==> src/rtl/lurt_pkg.sv <==
// Shared sizes and helpers for the longest repeat-free run tracker.
// No dependencies; imported by longest_unique_run_tracker.
`default_nettype none
package lurt_pkg;

    localparam int ALPHABET = 256;
    localparam int CODE_W   = $clog2(ALPHABET);
    localparam int MAX_POS  = 65535;
    localparam int POS_W    = $clog2(MAX_POS + 1);
    localparam int LEN_W    = POS_W + 1;
    localparam int OUT_W    = 16;

    typedef logic [CODE_W-1:0] code_t;
    typedef logic [POS_W-1:0]  pos_t;
    typedef logic [LEN_W-1:0]  len_t;
    typedef logic [OUT_W-1:0]  out_len_t;

    localparam pos_t     POS_MAX = pos_t'(MAX_POS);
    localparam out_len_t OUT_MAX = {OUT_W{1'b1}};

    // clamp a run length to the output field width
    function automatic out_len_t sat_len(input len_t v);
        if (LEN_W > OUT_W && v > len_t'(OUT_MAX))
            return OUT_MAX;
        else
            return out_len_t'(v);
    endfunction

endpackage
`default_nettype wire

==> src/rtl/longest_unique_run_tracker.sv <==
// Longest repeat-free run tracker, top level.
// Depends on lurt_pkg (sizes, types, length clamp).
//
// Takes one byte per cycle and returns one result per byte: the longest
// repeat-free run so far, the current window length, the end mark and a
// sticky overflow flag. A new byte is taken every cycle while results flow;
// a byte's result passes through the compute stage into the output register.
// The last position of each byte value lives in a 256 x 16 synchronous RAM:
// it is read when the byte is taken and written when its result is committed,
// with the previous write forwarded when both address the same value.
// Seen flags are flip-flops, so a string end clears all state at once and no
// clearing pass is needed.
`default_nettype none
module longest_unique_run_tracker
    import lurt_pkg::*;
(
    input  wire logic             clk,
    input  wire logic             rst_n,
    input  wire logic             in_valid,
    output logic                  in_ready,
    input  wire logic [7:0]       char_code,
    input  wire logic             end_of_string,
    output logic                  out_valid,
    input  wire logic             out_ready,
    output logic [OUT_W-1:0]      best_length,
    output logic [OUT_W-1:0]      window_length,
    output logic                  string_done,
    output logic                  overflow
);

    // position table
    pos_t            last_pos_mem [ALPHABET];
    logic [ALPHABET-1:0] seen_reg;

    // input side
    pos_t pos_reg;
    logic ovf_reg;

    // compute stage
    logic s1_valid_reg;
    code_t s1_code_reg;
    pos_t s1_idx_reg;
    logic s1_last_reg;
    logic s1_ovf_reg;
    logic s1_seen_reg;
    logic s1_fwd_reg;
    pos_t s1_fwd_idx_reg;
    pos_t rd_data_reg;

    len_t ws_reg;
    len_t best_reg;

    // output register
    logic out_valid_reg;
    out_len_t best_out_reg;
    out_len_t wlen_out_reg;
    logic done_out_reg;
    logic ovf_out_reg;

    logic accept;
    logic commit;
    code_t in_code;
    logic at_max;
    logic ovf_item;

    pos_t last_pos;
    logic seen;
    len_t cand;
    len_t idx_p1;
    len_t ws_next;
    len_t wlen;
    len_t best_next;

    assign in_code  = code_t'(char_code);
    assign commit   = s1_valid_reg && (!out_valid_reg || out_ready);
    assign in_ready = !s1_valid_reg || commit;
    assign accept   = in_valid && in_ready;
    assign at_max   = (pos_reg == POS_MAX);
    assign ovf_item = ovf_reg || at_max;

    always_comb
    begin
        last_pos  = s1_fwd_reg ? s1_fwd_idx_reg : rd_data_reg;
        seen      = s1_seen_reg || s1_fwd_reg;
        cand      = len_t'(last_pos) + len_t'(1);
        ws_next   = (seen && cand > ws_reg) ? cand : ws_reg;
        idx_p1    = len_t'(s1_idx_reg) + len_t'(1);
        wlen      = (ws_next <= idx_p1) ? (idx_p1 - ws_next) : '0;
        best_next = (wlen > best_reg) ? wlen : best_reg;
    end

    // table RAM: write on commit, registered read on transfer
    always_ff @(posedge clk)
    begin
        if (commit)
        begin
            last_pos_mem[s1_code_reg] <= s1_idx_reg;
        end
        if (accept)
        begin
            rd_data_reg <= last_pos_mem[in_code];
        end
    end

    // stage payload
    always_ff @(posedge clk)
    begin
        if (accept)
        begin
            s1_code_reg    <= in_code;
            s1_idx_reg     <= pos_reg;
            s1_last_reg    <= end_of_string;
            s1_ovf_reg     <= ovf_item;
            s1_seen_reg    <= seen_reg[in_code] && !(commit && s1_last_reg);
            s1_fwd_reg     <= commit && !s1_last_reg && (s1_code_reg == in_code);
            s1_fwd_idx_reg <= s1_idx_reg;
        end
        if (commit)
        begin
            best_out_reg <= sat_len(best_next);
            wlen_out_reg <= sat_len(wlen);
            done_out_reg <= s1_last_reg;
            ovf_out_reg  <= s1_ovf_reg;
        end
    end

    // control state
    always_ff @(posedge clk or negedge rst_n)
    begin
        if (!rst_n)
        begin
            pos_reg       <= '0;
            ovf_reg       <= 1'b0;
            s1_valid_reg  <= 1'b0;
            ws_reg        <= '0;
            best_reg      <= '0;
            seen_reg      <= '0;
            out_valid_reg <= 1'b0;
        end
        else
        begin
            if (accept)
            begin
                if (end_of_string)
                begin
                    pos_reg <= '0;
                    ovf_reg <= 1'b0;
                end
                else
                begin
                    pos_reg <= at_max ? pos_reg : pos_reg + pos_t'(1);
                    ovf_reg <= ovf_item;
                end
            end
            if (accept)
                s1_valid_reg <= 1'b1;
            else if (commit)
                s1_valid_reg <= 1'b0;
            if (commit)
            begin
                if (s1_last_reg)
                begin
                    ws_reg   <= '0;
                    best_reg <= '0;
                    seen_reg <= '0;
                end
                else
                begin
                    ws_reg                <= ws_next;
                    best_reg              <= best_next;
                    seen_reg[s1_code_reg] <= 1'b1;
                end
            end
            out_valid_reg <= commit || (out_valid_reg && !out_ready);
        end
    end

    assign out_valid     = out_valid_reg;
    assign best_length   = best_out_reg;
    assign window_length = wlen_out_reg;
    assign string_done   = done_out_reg;
    assign overflow      = ovf_out_reg;

    a_stall_blocks_input: assert property (@(posedge clk) disable iff (!rst_n)
        s1_valid_reg && out_valid_reg && !out_ready |-> !in_ready)
        else $error("input taken while compute stage is stalled");

    a_end_clears: assert property (@(posedge clk) disable iff (!rst_n)
        commit && s1_last_reg |=> (ws_reg == '0 && best_reg == '0 && seen_reg == '0))
        else $error("state not cleared after string end");

    a_best_covers_window: assert property (@(posedge clk) disable iff (!rst_n)
        out_valid_reg |-> best_length >= window_length)
        else $error("best length below window length");

    a_pos_in_range: assert property (@(posedge clk) disable iff (!rst_n)
        pos_reg <= POS_MAX)
        else $error("position counter beyond its limit");

endmodule
`default_nettype wire

==> config.mk <==
export PLATFORM = sky130hd
export DESIGN_NAME = longest_unique_run_tracker
export DESIGN_NICKNAME = d
export VERILOG_FILES = /design/src/rtl/lurt_pkg.sv /design/src/rtl/longest_unique_run_tracker.sv
export SDC_FILE = /design/constraint.sdc
export NUM_CORES = 2
export LEC_CHECK = 0
export CORE_MARGIN = 2
export CORE_UTILIZATION = 48
export CTS_BUF_LIST = sky130_fd_sc_hd__clkbuf_4
export DETAILED_ROUTE_END_ITERATION = 8
export DONT_BUFFER_PORTS = 1
export PLACE_DENSITY_LB_ADDON = 0.3
export SLEW_MARGIN = 20
export SYNTH_ARGS = -nofsm -noshare
export SYNTH_HDL_FRONTEND = slang
export SYNTH_SLANG_ARGS = --single-unit
==> constraint.sdc <==
create_clock -name clk -period 9.8 [get_ports clk]
set_clock_uncertainty 0.15 [all_clocks]
set_input_delay 0.49 -clock clk [delete_from_list [all_inputs] [get_ports clk]]
set_output_delay 0.49 -clock clk [all_outputs]
set_load 0.03 [all_outputs]
==> run summary <==
Status - finished with violations
Failing checks - slew limit
Synth Instances - 7,590
Clk_lat worst skew - 1.63 ns
Die width - 608 um
Filler cells - 27,200
Routed vias - 86,800
Final Max Tran Viols - 93
First-pass GRT wire length - 620,000 um
WP data arrival - 10.46 ns
DIE AREA - 370,000 um2
DR iter-0 viols - 10,900
Pre-Repair DR Iteration Count - 6
Mapped cell area - 175,000 um2
CTS Buf Count - 1,190
Setup Slack @ Placement - 0.113 ns
DR vias/cell - 6.05
Final Cycle Share - 0.940
Crit path capture type - flop
Area grow syn2layout - 13.2%
Async SR Flop Fraction - 0.0687
Kind of start point of the critical path - flop
# IOs - 49
Longest Clk Path Bufs - 5
Synthesized net count - 7,656
Crit path buffers/inverters - 2
Hold Crit Class - input port to async pin
Root Driver - clkbuf_4
Worst-Margin Slew - 1.74 ns
Final hold viol count - 0
Routed WL - 429,000 um
Synth unique cells - 71
Most used cell, CP - a21o_1
Post-synthesis sequential area ratio - 0.762
PD cells - 205 nW/um2
Total global routing track utilization - 0.235
Clk sinks - 4,499
Warnings, synthesis - 0
Detailed placer's ending HPWL - 230,000 um
Final min period - 9.21 ns
F_max - 109 MHz
Antenna viol nets, final - 0
Die Y - 608 um
Count of final setup violators - 0
Max-slew headroom - -0.163
Pin count of the biggest net entering global routing - 310
Port-buffer cells - 0
Maxcap violations - 0
Max reg flops - 4,096
CP max FO - 32
Worst-path clk slew - 0.07 ns
Required time worst endpoint - 11.05 ns
Crit path max-delay cell type - a21oi_2
Setup ws final - 0.588 ns
Antenna violations before repair - 31
Layout Nets - 8,822
Ratio of cells with drive above 1 in the final layout - 0.398
Hold_ws - 0.0900 ns
CORE AREA - 363,000 um2
Initial Util - 0.483
LEAKAGE - 65.1 nW
Gr ovfl total - 0
Syn avg cell area - 23.1 um2
CTS tree - done
Synth Register Bits - 4,499
Row cnt - 221
VDD IR max - 0.140 mV
Post-synth top flop - edfxtp_1
Post-synth EDFFs - 4,190
H-tree depth - 7
Drc violations - 0
Wire length per cell - 29.9 um
RePlAce Congestion - 0.809
CP Class - flop to flop
Family with the most delay on the worst path - compound AO/OA/AOI/OAI gates
Slowest Stage Delay on Critical Path - 0.55 ns
Vias in the first global route - 89,400
-- cell usage after synthesis (20+ instances only) --
cell type	n	area (um2)
o21a_1	258	1940
dfrtp_1	309	7730
a21oi_1	62	310
edfxtp_1	4190	126000
xnor2_1	40	350
buf_1	57	214
xor2_1	20	175
nand3_1	34	170
mux4_2	1445	32500
a21o_1	20	150
nor2b_1	21	131
nand4_1	29	181
inv_1	59	221
ha_1	52	651
o21ai_0	40	200
nand2_1	92	345
buf_2	73	365
nor2_1	314	1180
clkbuf_1	280	1050
-- tightest hold or removal path, delay by kind of cell --
kind | cells | cell delay, ns
buffers and inverters | 4 | 1.81
-- path summary, 6_finish.rpt --
kind / startpoint / to / slack [ns] / cells after the start
setup / recovery: s1_fwd_reg$_DFFE_PP_ / best_length[10]$_SDFFCE_PN1P_ / 0.59 / 37
hold / removal: rst_n / seen_reg[62]$_DFFE_PN0P_ / 0.09 / 4
setup reg to reg: s1_fwd_reg$_DFFE_PP_ / best_length[10]$_SDFFCE_PN1P_ / 0.59 / 37
hold reg to reg: s1_ovf_reg$_DFFE_PP_ / overflow$_DFFE_PP_ / 0.26 / 0
max in group asynchronous: rst_n / seen_reg[219]$_DFFE_PN0P_ / 7.68 / 6
min in group clk: char_code[2] / rd_data_reg[7]$_DFFE_PP_ / 0.21 / 4
-- report_power, final --
group	internal (mW)	total (mW)	switching, mW	leakage, nW
combinational	1.30	3.44	2.13	14.2
clock	8.39	15.7	7.28	8.63
sequential	21.3	21.5	0.239	42.3
total	31.0	40.6	9.65	65.1
-- cells in the final DEF (no fill, tap or decap), types with 29 or more instances in the layout --
cell type	instances
o21ai_0	40
o21a_1	258
buf_4	287
nand3_1	29
clkinv_2	29
clkbuf_4	1728
nor2_2	127
xnor2_1	39
inv_1	57
nand4_1	29
dfrtp_1	309
dlygate4sd3_1	45
buf_16	41
edfxtp_1	4190
mux4_2	1445
ha_1	52
a21oi_1	61
clkinv_1	164
nor2_1	175
nand2_1	85
-- final cells by class --
type	count	area, um2	area share
antenna	18	45.0	0.000227
clock buffer	1728	13000	0.0653
clock inverter	235	1310	0.00659
inverter	60	228	0.00115
multi-input combinational	2610	40300	0.203
sequential	4499	134000	0.673
tap	4794	6000	0.0302
timing repair buffer	395	4120	0.0208
-- metal layers --
metal / vias up / wire length, um / track usage
li1: 35400 / - / -
met1: 46400 / 173000 / 0.329
met2: 4434 / 209000 / 0.368
met3: 579 / 38200 / 0.0549
met4: 4 / 9370 / 0.0788
met5: - / 21 / 0
-- metrics by stage --
step	area (um2)	cells	setup TNS [ns]	util	total power, mW
6_report	199000	14300	0	0.547	40.6
5_1_grt	199000	14300	-0.00212	0.547	42.2
4_1_cts	198000	14300	0	0.545	40.9
3_5_place_dp	183000	12300	0	0.504	25.1
3_3_place_gp	183000	12300	0	0.504	25.0
2_1_floorplan	175000	7590	0	-	24.1
-- kinds of logic (layout without fill, tap and decap cells) --
family,count (synthesis),count (layout),synth area share
buffers and inverters,482,2418,0.0113
AOI/OAI and AO/OA,479,480,0.0197
adders and majority gates,53,53,0.00382
DFF,4499,4499,0.762
xor gates and xnor gates,60,60,0.00300
and+or+nand+nor,561,561,0.0142
other,0,18,0
muxes,1456,1456,0.186
-- timing repair --
item / 4_1_cts / 5_1_grt
setup buffers: 0 / 6
gates resized for setup: 0 / 13
endpoints found under the hold margin: 482 / 6
setup endpoints to repair: 0 / 33
hold buffers: 55 / 2
No activity file was read; power rests on OpenSTA's default activity.
